===== src/itcc_pkg.sv =====
// shared types, constants and the end-around-carry add for the checksum core
// no dependencies; imported by every module of the block
package itcc_pkg;

    // checksum mode codes
    localparam logic MODE_IP  = 1'b0;
    localparam logic MODE_TCP = 1'b1;

    // protocol and layout constants
    localparam logic [15:0] PROTO_TCP       = 16'h0006;
    localparam logic [3:0]  IHL_MIN         = 4'd5;
    localparam logic [15:0] IP_CSUM_POS     = 16'd5;
    localparam logic [5:0]  TCP_CSUM_OFFSET = 6'd8;
    localparam logic [15:0] PSEUDO_FIRST    = 16'd6;
    localparam logic [15:0] PSEUDO_LAST     = 16'd9;
    localparam logic [15:0] POS_MAX         = 16'hffff;
    localparam logic [15:0] HIGH_BYTE_MASK  = 16'hff00;

    // default depth of the queue between front and back
    localparam int QUEUE_DEPTH_DEFAULT = 2;

    // input beat
    typedef struct packed {
        logic [15:0] data_word;
        logic        end_of_packet;
    } in_t;

    // result beat
    typedef struct packed {
        logic [15:0] checksum;
        logic        length_error;
    } out_t;

    // classified word handed from front to back
    typedef struct packed {
        logic [15:0] word;   // already masked, zero when not summed
        logic        last;
        logic        err;
        logic [15:0] extra;  // pseudo-header tail term, zero in ip mode
    } entry_t;

    // 16-bit ones' complement add with end-around carry
    function automatic logic [15:0] add_eac(input logic [15:0] a, input logic [15:0] b);
        logic [16:0] s;
        s = {1'b0, a} + {1'b0, b};
        return s[15:0] + {15'b0, s[16]};
    endfunction

endpackage


===== src/itcc_front.sv =====
// front end: tracks packet position and lengths, classifies each word
// depends on itcc_pkg
module itcc_front
    import itcc_pkg::*;
(
    input  logic   clk,
    input  logic   rst_n,
    input  logic   mode,
    input  in_t    word,
    input  logic   accept,
    output entry_t entry
);

    logic [15:0] pos_reg, pos_next;
    logic [3:0]  ihl_reg, ihl_next;
    logic [15:0] tot_reg, tot_next;
    logic        bad_reg, bad_next;

    logic [3:0]  ihl_cur;
    logic [15:0] tot_cur;
    logic        bad_cur;
    logic [4:0]  hw;
    logic [5:0]  hb;
    logic [15:0] sl;
    logic [15:0] diff;
    logic [16:0] off_p1;
    logic [16:0] need;
    logic [16:0] pos_p1;
    logic [15:0] w;
    logic        pseudo_hit;
    logic        seg_hit;
    logic [15:0] word_sel;

    assign w = word.data_word;

    // lengths as seen by this word
    always_comb
    begin
        ihl_cur = (pos_reg == 16'd0) ? w[11:8] : ihl_reg;
        tot_cur = (pos_reg == 16'd1) ? w : tot_reg;
        bad_cur = bad_reg
                | ((pos_reg == 16'd0) && (w[11:8] < IHL_MIN))
                | ((pos_reg == 16'd1) && (w < {10'b0, ihl_reg, 2'b0}));
        hw      = {ihl_cur, 1'b0};
        hb      = {ihl_cur, 2'b0};
        sl      = (tot_cur >= {10'b0, hb}) ? (tot_cur - {10'b0, hb}) : 16'd0;
        diff    = pos_reg - {11'b0, hw};
        off_p1  = {diff, 1'b1};
        need    = {12'b0, hw} + ((mode == MODE_TCP) ? ((({1'b0, sl} + 17'd1) >> 1)) : 17'd0);
        pos_p1  = {1'b0, pos_reg} + 17'd1;
    end

    // word classification
    always_comb
    begin
        pseudo_hit = (pos_reg >= PSEUDO_FIRST) && (pos_reg <= PSEUDO_LAST);
        seg_hit    = (pos_reg >= 16'd2) && (pos_reg >= {11'b0, hw})
                   && (pos_reg != {10'b0, ({1'b0, hw} + TCP_CSUM_OFFSET)});
        word_sel   = 16'd0;
        if (mode == MODE_IP)
        begin
            if ((pos_reg < {11'b0, hw}) && (pos_reg != IP_CSUM_POS))
                word_sel = w;
        end
        else
        begin
            // both hits only happen with ihl below minimum, which flags an error
            if (pseudo_hit)
                word_sel = w;
            else if (seg_hit && (off_p1 < {1'b0, sl}))
                word_sel = w;
            else if (seg_hit && (off_p1 == {1'b0, sl}))
                word_sel = w & HIGH_BYTE_MASK;
        end
    end

    // entry for the queue
    always_comb
    begin
        entry.word  = word_sel;
        entry.last  = word.end_of_packet;
        entry.err   = bad_cur | (pos_p1 < need);
        entry.extra = (mode == MODE_TCP) ? add_eac(PROTO_TCP, sl) : 16'd0;
    end

    // packet state update
    always_comb
    begin
        pos_next = pos_reg;
        ihl_next = ihl_reg;
        tot_next = tot_reg;
        bad_next = bad_reg;
        if (accept)
        begin
            if (word.end_of_packet)
            begin
                pos_next = 16'd0;
                ihl_next = 4'd0;
                tot_next = 16'd0;
                bad_next = 1'b0;
            end
            else
            begin
                pos_next = (pos_reg == POS_MAX) ? pos_reg : pos_p1[15:0];
                ihl_next = ihl_cur;
                tot_next = tot_cur;
                bad_next = bad_cur;
            end
        end
    end

    always_ff @(posedge clk or negedge rst_n)
    begin
        if (!rst_n)
        begin
            pos_reg <= 16'd0;
            ihl_reg <= 4'd0;
            tot_reg <= 16'd0;
            bad_reg <= 1'b0;
        end
        else
        begin
            pos_reg <= pos_next;
            ihl_reg <= ihl_next;
            tot_reg <= tot_next;
            bad_reg <= bad_next;
        end
    end

endmodule


===== src/itcc_fifo.sv =====
// short queue of classified words between front and back
// depends on itcc_pkg
module itcc_fifo
    import itcc_pkg::*;
#(
    parameter int DEPTH = QUEUE_DEPTH_DEFAULT
)
(
    input  logic   clk,
    input  logic   rst_n,
    input  logic   push,
    input  entry_t push_data,
    output logic   not_full,
    input  logic   pop,
    output logic   not_empty,
    output entry_t pop_data
);

    localparam int PTR_W = (DEPTH > 1) ? $clog2(DEPTH) : 1;
    localparam int CNT_W = $clog2(DEPTH + 1);
    localparam logic [PTR_W-1:0] PTR_LAST = PTR_W'(DEPTH - 1);
    localparam logic [CNT_W-1:0] CNT_FULL = CNT_W'(DEPTH);

    entry_t           queue_reg [DEPTH];
    logic [PTR_W-1:0] wr_ptr_reg, wr_ptr_next;
    logic [PTR_W-1:0] rd_ptr_reg, rd_ptr_next;
    logic [CNT_W-1:0] count_reg, count_next;

    assign not_full  = (count_reg != CNT_FULL);
    assign not_empty = (count_reg != '0);
    assign pop_data  = queue_reg[rd_ptr_reg];

    // pointer and count update
    always_comb
    begin
        wr_ptr_next = wr_ptr_reg;
        rd_ptr_next = rd_ptr_reg;
        count_next  = count_reg;
        if (push)
            wr_ptr_next = (wr_ptr_reg == PTR_LAST) ? '0 : wr_ptr_reg + 1'b1;
        if (pop)
            rd_ptr_next = (rd_ptr_reg == PTR_LAST) ? '0 : rd_ptr_reg + 1'b1;
        if (push && !pop)
            count_next = count_reg + 1'b1;
        else if (pop && !push)
            count_next = count_reg - 1'b1;
    end

    always_ff @(posedge clk or negedge rst_n)
    begin
        if (!rst_n)
        begin
            wr_ptr_reg <= '0;
            rd_ptr_reg <= '0;
            count_reg  <= '0;
        end
        else
        begin
            wr_ptr_reg <= wr_ptr_next;
            rd_ptr_reg <= rd_ptr_next;
            count_reg  <= count_next;
        end
    end

    // storage
    always_ff @(posedge clk)
    begin
        if (push)
            queue_reg[wr_ptr_reg] <= push_data;
    end

    // occupancy never passes the depth
    a_count_bound: assert property (@(posedge clk) disable iff (!rst_n)
        count_reg <= CNT_FULL)
        else $error("queue count above depth");

    // a lone push grows the queue by one
    a_push_grows: assert property (@(posedge clk) disable iff (!rst_n)
        (push && !pop) |=> (count_reg == $past(count_reg) + 1'b1))
        else $error("queue count did not grow on push");

endmodule


===== src/itcc_back.sv =====
// back end: end-around-carry accumulator and result register
// depends on itcc_pkg
module itcc_back
    import itcc_pkg::*;
(
    input  logic   clk,
    input  logic   rst_n,
    input  logic   entry_valid,
    input  entry_t entry,
    output logic   pop,
    output out_t   result,
    output logic   result_valid,
    input  logic   result_ready
);

    logic [15:0] sum_reg, sum_next;
    out_t        result_reg, result_next;
    logic        result_valid_reg, result_valid_next;
    logic        can_take;
    logic [15:0] sum_word;
    logic [15:0] sum_final;

    // a last word needs the result register free
    assign can_take = !entry.last || !result_valid_reg || result_ready;
    assign pop      = entry_valid && can_take;

    assign sum_word  = add_eac(sum_reg, entry.word);
    assign sum_final = add_eac(sum_word, entry.extra);

    // accumulate and close out packets
    always_comb
    begin
        sum_next          = sum_reg;
        result_next       = result_reg;
        result_valid_next = result_valid_reg && !result_ready;
        if (pop)
        begin
            if (entry.last)
            begin
                sum_next                 = 16'd0;
                result_next.checksum     = entry.err ? 16'd0 : ~sum_final;
                result_next.length_error = entry.err;
                result_valid_next        = 1'b1;
            end
            else
            begin
                sum_next = sum_word;
            end
        end
    end

    always_ff @(posedge clk or negedge rst_n)
    begin
        if (!rst_n)
        begin
            sum_reg          <= 16'd0;
            result_valid_reg <= 1'b0;
        end
        else
        begin
            sum_reg          <= sum_next;
            result_valid_reg <= result_valid_next;
        end
    end

    always_ff @(posedge clk)
    begin
        result_reg <= result_next;
    end

    assign result       = result_reg;
    assign result_valid = result_valid_reg;

    // a flagged packet carries a zero checksum
    a_err_zero: assert property (@(posedge clk) disable iff (!rst_n)
        (result_valid_reg && result_reg.length_error) |-> (result_reg.checksum == 16'd0))
        else $error("length error with nonzero checksum");

    // a new result only follows a popped last word
    a_result_source: assert property (@(posedge clk) disable iff (!rst_n)
        $rose(result_valid_reg) |-> $past(pop && entry.last))
        else $error("result without a last word");

endmodule


===== src/ipv4_tcp_ones_complement_checksum_core.sv =====
// top level of the ipv4 / tcp ones' complement checksum core
// depends on itcc_pkg, itcc_front, itcc_fifo, itcc_back
//
// Usage:
// - word channel (word_valid / word_ready / word): packet as big-endian
//   16-bit words, end_of_packet set on the final beat.
// - result channel (result_valid / result_ready / result): one beat per
//   packet, on its final word: checksum (bits 15:8 first on wire) and
//   length_error; a flagged packet gives checksum zero.
// - cfg_write / cfg_data set checksum_mode (0 ip header, 1 tcp with
//   pseudo-header); the user must write it only while the core is idle, which the core does not enforce.
// - throughput: one word per cycle while word_ready is high; the front classifies
//   a word in the cycle it is taken, the back adds it to the sum after the queue.
// - result: the last word passes the queue and then the result register,
//   and waits while an earlier result is still in the result register.
// - stall: while result_ready is low the result register holds, the back
//   keeps summing non-final words, and word_ready drops once the
//   QUEUE_DEPTH-entry queue fills.
// - reset clears packet state, the queue, the sum and checksum_mode.
module ipv4_tcp_ones_complement_checksum_core
    import itcc_pkg::*;
#(
    parameter int QUEUE_DEPTH = QUEUE_DEPTH_DEFAULT
)
(
    input  logic clk,
    input  logic rst_n,
    input  logic cfg_write,
    input  logic cfg_data,
    input  logic word_valid,
    output logic word_ready,
    input  in_t  word,
    output logic result_valid,
    input  logic result_ready,
    output out_t result
);

    logic   mode_reg, mode_next;
    logic   accept;
    entry_t front_entry;
    entry_t queue_entry;
    logic   queue_not_full;
    logic   queue_not_empty;
    logic   queue_pop;

    // mode register
    assign mode_next = cfg_write ? cfg_data : mode_reg;

    always_ff @(posedge clk or negedge rst_n)
    begin
        if (!rst_n)
            mode_reg <= MODE_IP;
        else
            mode_reg <= mode_next;
    end

    assign word_ready = queue_not_full;
    assign accept     = word_valid && word_ready;

    // front: position tracking and classification
    itcc_front u_front
    (
        .clk   (clk),
        .rst_n (rst_n),
        .mode  (mode_reg),
        .word  (word),
        .accept(accept),
        .entry (front_entry)
    );

    // queue between front and back
    itcc_fifo #(
        .DEPTH(QUEUE_DEPTH)
    ) u_fifo
    (
        .clk      (clk),
        .rst_n    (rst_n),
        .push     (accept),
        .push_data(front_entry),
        .not_full (queue_not_full),
        .pop      (queue_pop),
        .not_empty(queue_not_empty),
        .pop_data (queue_entry)
    );

    // back: sum and result
    itcc_back u_back
    (
        .clk         (clk),
        .rst_n       (rst_n),
        .entry_valid (queue_not_empty),
        .entry       (queue_entry),
        .pop         (queue_pop),
        .result      (result),
        .result_valid(result_valid),
        .result_ready(result_ready)
    );

endmodule

===== config.mk =====
export PLATFORM = sky130hd
export DESIGN_NAME = ipv4_tcp_ones_complement_checksum_core
export DESIGN_NICKNAME = d
export VERILOG_FILES = /design/src/itcc_pkg.sv /design/src/itcc_front.sv /design/src/itcc_fifo.sv /design/src/itcc_back.sv /design/src/ipv4_tcp_ones_complement_checksum_core.sv
export SDC_FILE = /design/constraint.sdc
export NUM_CORES = 1
export LEC_CHECK = 0
export BUFFER_PORTS_ARGS = -buffer_cell sky130_fd_sc_hd__buf_4
export CORE_ASPECT_RATIO = 1.25
export CORE_MARGIN = 1
export CORE_UTILIZATION = 60
export CTS_CLUSTER_DIAMETER = 80
export CTS_CLUSTER_SIZE = 14
export DETAILED_ROUTE_END_ITERATION = 16
export PLACE_DENSITY = 0.77
export SLEW_MARGIN = 10
export SYNTH_ARGS = -nofsm -noshare
export SYNTH_HDL_FRONTEND = slang
export SYNTH_SLANG_ARGS = --single-unit

===== constraint.sdc =====
create_clock -name clk -period 9.53 [get_ports clk]
set_clock_uncertainty 0.15 [all_clocks]
set_input_delay 1.906 -clock clk [delete_from_list [all_inputs] [get_ports clk]]
set_output_delay 1.906 -clock clk [all_outputs]
set_load 0.02 [all_outputs]

**Word level (Yosys, flattened, before mapping)**

Memory sizes are Yosys's and may differ from the RTL's.
Cells that the tools add are included.

- Add/sub/neg operators: 16
- Magnitude comparators: 10
- Equality and inequality tests: 7
- Muxes and demuxes: 24
- Bitwise operators: 4
- Reduce and logical (&&, ||, !) cells: 25

Operator list:

| kind | count |
|---|---|
| 2-to-1 mux 16 bit | 13 |
| adder 16 x 1 -> 16 bit | 3 |
| adder 16 x 1 -> 17 bit (second input constant) | 2 |
| adder 16 x 16 -> 17 bit | 2 |
| adder 3 x 16 -> 17 bit (first input constant) | 1 |
| adder 5 x 17 -> 17 bit | 1 |
| == test 17 x 16 -> 1 bit | 1 |
| less-than comparator 17 x 16 -> 1 bit | 1 |
| less-than comparator 17 bit | 1 |
| == test 16 x 1 -> 1 bit (second input constant) | 1 |
| == test 16 bit (second input constant) | 1 |
| >= comparator 16 x 2 -> 1 bit (second input constant) | 1 |
| >= comparator 16 x 3 -> 1 bit (second input constant) | 1 |
| >= comparator 16 x 5 -> 1 bit | 1 |
| >= comparator 16 x 6 -> 1 bit | 1 |
| <= comparator 16 x 4 -> 1 bit (second input constant) | 1 |
| logical NOT 16 bit | 1 |
| less-than comparator 16 x 5 -> 1 bit | 1 |
| less-than comparator 16 x 6 -> 1 bit | 1 |
| != test 16 x 3 -> 1 bit (second input constant) | 1 |
| != test 16 x 6 -> 1 bit | 1 |
| NOT 16 bit | 1 |
| subtractor 16 x 5 -> 16 bit | 1 |
| subtractor 16 x 6 -> 16 bit | 1 |
| other kinds (15) | 46 |

- Register bits after elaboration: 76
- RAM bits: 68
- Input port bits: 23
- Word-level logic and storage cells: 99
- Memories kept: 1

Memory list:

| memory | depth | width | read ports | clocked after memory_dff | wr ports | RTL line | text |
|---|---|---|---|---|---|---|---|
| u_fifo.queue_reg | 2 | 34 | 1 | 0 | 1 | itcc_fifo.sv:24 | `entry_t queue_reg [DEPTH];` |

**Logic depth before layout (Yosys ltp)**

- Word-level depth: 10
- Depth in mapped cells: 38
- Gate-level depth less buffers: 36

**Hierarchy**

Synthesis repeated with hierarchy kept, for this count alone.

- Cells, all modules: 1267
- Area total of the unflattened synthesis: 12149.2 um^2

Modules (own cells, without submodules):

| module | instances | cells each | area each (um^2) |
|---|---|---|---|
| itcc_front | 1 | 793 | 5984.5 |
| itcc_back | 1 | 349 | 3324.4 |
| itcc_fifo | 1 | 122 | 2793.9 |
| ipv4_tcp_ones_complement_checksum_core | 1 | 3 | 46.3 |

**Worst setup path after synthesis**

No wires, ideal clock.

- Path kind: input -> register
- Start point: input word[3] (netlist name)
- End point: memory u_fifo.queue_reg[0][16] (netlist name), data pin
- Arrival time: 7.366 ns
- Data required time: 9.194 ns
- Path slack: 1.829 ns
- Cell stages on the path: 31
- Path buffers: 1
- Cells stage by stage: inv_1 -> nor2_1 -> a21oi_1 -> ha_1 -> inv_1 -> fa_1 -> clkbuf_1 -> a211o_1 -> a22oi_1 -> nand2_1 -> nor2_1 -> nor2_1 -> ha_1 -> xnor2_1 -> nor2_1 -> ha_1 -> fa_1 -> maj3_1 -> maj3_1 -> nand2_1 -> nor3_1 -> xnor2_1 -> nand2_1 -> ha_1 -> o21ai_0 -> a21oi_1 -> o211ai_1 -> a21boi_0 -> o211ai_1 -> a21oi_1 -> o31ai_1

RTL lines:

| element | RTL line | text |
|---|---|---|
| from (decl) | ipv4_tcp_ones_complement_checksum_core.sv:32 | `input in_t word,` |
| to (decl) | itcc_fifo.sv:24 |  |

==> metrics.cfg <==
[run_status]
status=complete, no violations

[cts]
h-tree-depth=4
cts_tree=built
insertion_delay_ns=0.44
ctsLongestPathBuffers=2
cts_setup_buffers=0
clock_sinks=144
clk_pin_slew_worst_paths_ns=0.07
cts.repair.resized=0
cts_buffers=17
clockRootBuffer=clkbuf_16
holdBufCountCts=0

[synthesis]
ys_seq_area_share_pct=35.9
syn_nets=1281
yosysTopAreaCell=edfxtp_1
ys_types=89
synth_area_leaders=edfxtp_1 (23%), dfrtp_1 (13%), ha_1 (9.6%), xnor2_1 (6.7%), mux2_2 (3.8%)
synth_top_flop_cell=edfxtp_1
synth_warnings=0
syn_area_per_cell_um2=9.63
ys_seq_elements=144
netlist_area_um2=11200
synth_edf_count=85
synthDominantCellAreaShare_pct=22.7
syn_inst=1167
synthArstFlopShare_pct=41.0

[worst_setup_path]
critPathBufInv=1
crit_type=flop to flop
cp-start-kind=flop
worst_path_most_repeated_cell=ha_1
cp_slowest_cell=nor4_2
crit_arrival_ns=8.75
reg2reg_from=u_front.pos_reg[9]
critPathLaunch=u_front.pos_reg[9]
cp_max_fo=9
max_stage_delay_ns=0.73
end_kind=flop
cp.required_ns=9.62
critical_path.top_delay_family=simple AND/OR/NAND/NOR gates

[hold_path]
min_path_type=flop to flop
min_from=u_front.tot_reg[2]

[routing]
wl_per_cell_um=20.0
drcViolationCount=0
dr.pass1.iters=5
viasPerCell=6.31
drtAntennaViolNets=0
via_count=9125
routed_wirelength_um=28900
drtIter0Drc=695

[sta]
slew_viol_final=0
period_minus_slack_ns=8.66
setup_ws_ns=0.870
maxSlewHeadroom_pct=29.4
setup_viol=0
tightest_slew_ns=1.05
hold_ws_ns=0.346
period_share_pct=90.9
hold_viol_final=0
setup_tns_ns=0
fmax_ghz=0.115
rsz0062_at_grt=no

[global_routing]
grt.overflow.total=0
grt_pass1_wl_um=46200
grtUsageMet3_pct=3.95
grt_start_max_net_pins=60
antenna_found_initial=0
top_usage_layer=met2
grtUsageTotal_pct=30.6
grtUsageMet2_pct=54.6
met1_usage_pct=35.0
first_global_vias=9011

[layout]
syn_to_final_growth_pct=10.2
diodes=0
largest_reg_flops=68
final_nets=1319
layout-drive-gt1-share_pct=13.8

[floorplanning]
die-area_um2=19300
die_h_um=155
coreArea_um2=18200
die_w_um=124
rows=55
ios=42
initial_core_util_pct=61.6

[placement]
dp_slack_ns=0.894
port_buffers=41
place.gp.congestion=1.02
place_hpwl_um=22200

[job]
drv_cap=0

==> layer usage <==
layer / routed length, µm / part of all wire, %
met1: 11600 / 40
met2: 14700 / 51
met3: 1080 / 3.7
met5: 0 / 0
met4: 1590 / 5.5
==> synth_stat cells, drive strengths merged (9+ instances only) <==
library cell / number
nand2: 101
nor2: 99
xnor2: 87
ha: 86
edfxtp: 85
dfrtp: 59
inv: 59
o21ai: 55
a21oi: 47
xor2: 42
nor3: 40
mux2: 38
nand3: 26
a21o: 23
clkbuf: 21
a22o: 17
and3: 17
mux2i: 17
buf: 16
a32o: 15
nand4: 15
nor4: 15
o21a: 11
or3: 11
a22oi: 10
and2: 10
nand2b: 10
or2: 10
o211ai: 9
==> final cells by class <==
type                            count  area, µm²
Multi-Input combinational cell    926       6820
Fill cell                        1449       5860
Sequential cell                   144       4030
Clock buffer                       17        425
Timing Repair Buffer               56        420
Tap cell                          228        285
Inverter                           60        225
Clock inverter                     15        168
==> cells by family after synthesis <==
family,after synthesis,share of synthesized area (%)
compound gates,255,15.9
xor+xnor,130,10.3
fa+ha+maj,96,10.9
buf+inv,97,3.50
flops,144,35.9
mux,55,5.32
other cells,1,0.0334
simple gates,389,18.1
==> worst reg2reg max path: cells and delay by family (launching register included) <==
| kind | cells | cell delay, ns |
|---|---|---|
| buffers and inverters | 1 | 0.06 |
| flip-flops | 1 | 0.49 |
| adder cells (fa/ha/maj) | 4 | 1.28 |
| multiplexers | 1 | 0.19 |
| AND/OR/NAND/NOR | 11 | 3.33 |
| XOR/XNOR | 2 | 0.33 |
| AO/OA/AOI/OAI | 7 | 2.63 |
==> cells in the final DEF, fill, tap and decap left out, types with 26 or more instances in the layout <==
cell type / n
nand2_1: 101
nor2_1: 97
xnor2_1: 86
ha_1: 86
edfxtp_1: 85
dfrtp_1: 59
buf_4: 56
inv_1: 55
o21ai_0: 51
a21oi_1: 45
xor2_1: 42
nor3_1: 39
mux2_2: 38
nand3_1: 26
==> final timing paths <==
kind	slack (ns)	cells after the start	endpoint
max in group asynchronous	7.25	1	u_front.tot_reg[14]
worst min register to register	0.35	2	u_front.tot_reg[2]
worst min-delay path	0.35	2	u_front.tot_reg[2]
worst max-delay path	0.87	26	u_fifo.queue_reg[0][16]
min in group asynchronous	1.44	1	u_back.sum_reg[9]
worst max register to register	0.87	26	u_fifo.queue_reg[0][16]
==> metrics by stage <==
stage | area [µm²] | utilization, % | cells
global placement | 11800 | 64.6 | 1414
CTS | 12400 | 67.9 | 1446
global route | 12400 | 67.9 | 1446
finish | 12400 | 67.9 | 1446
floorplan | 11200 | - | 1167
detailed placement | 11800 | 64.6 | 1414
Power is not shown: default switching activity piles up to over one toggle a cycle in this logic, so the estimate is an artifact.
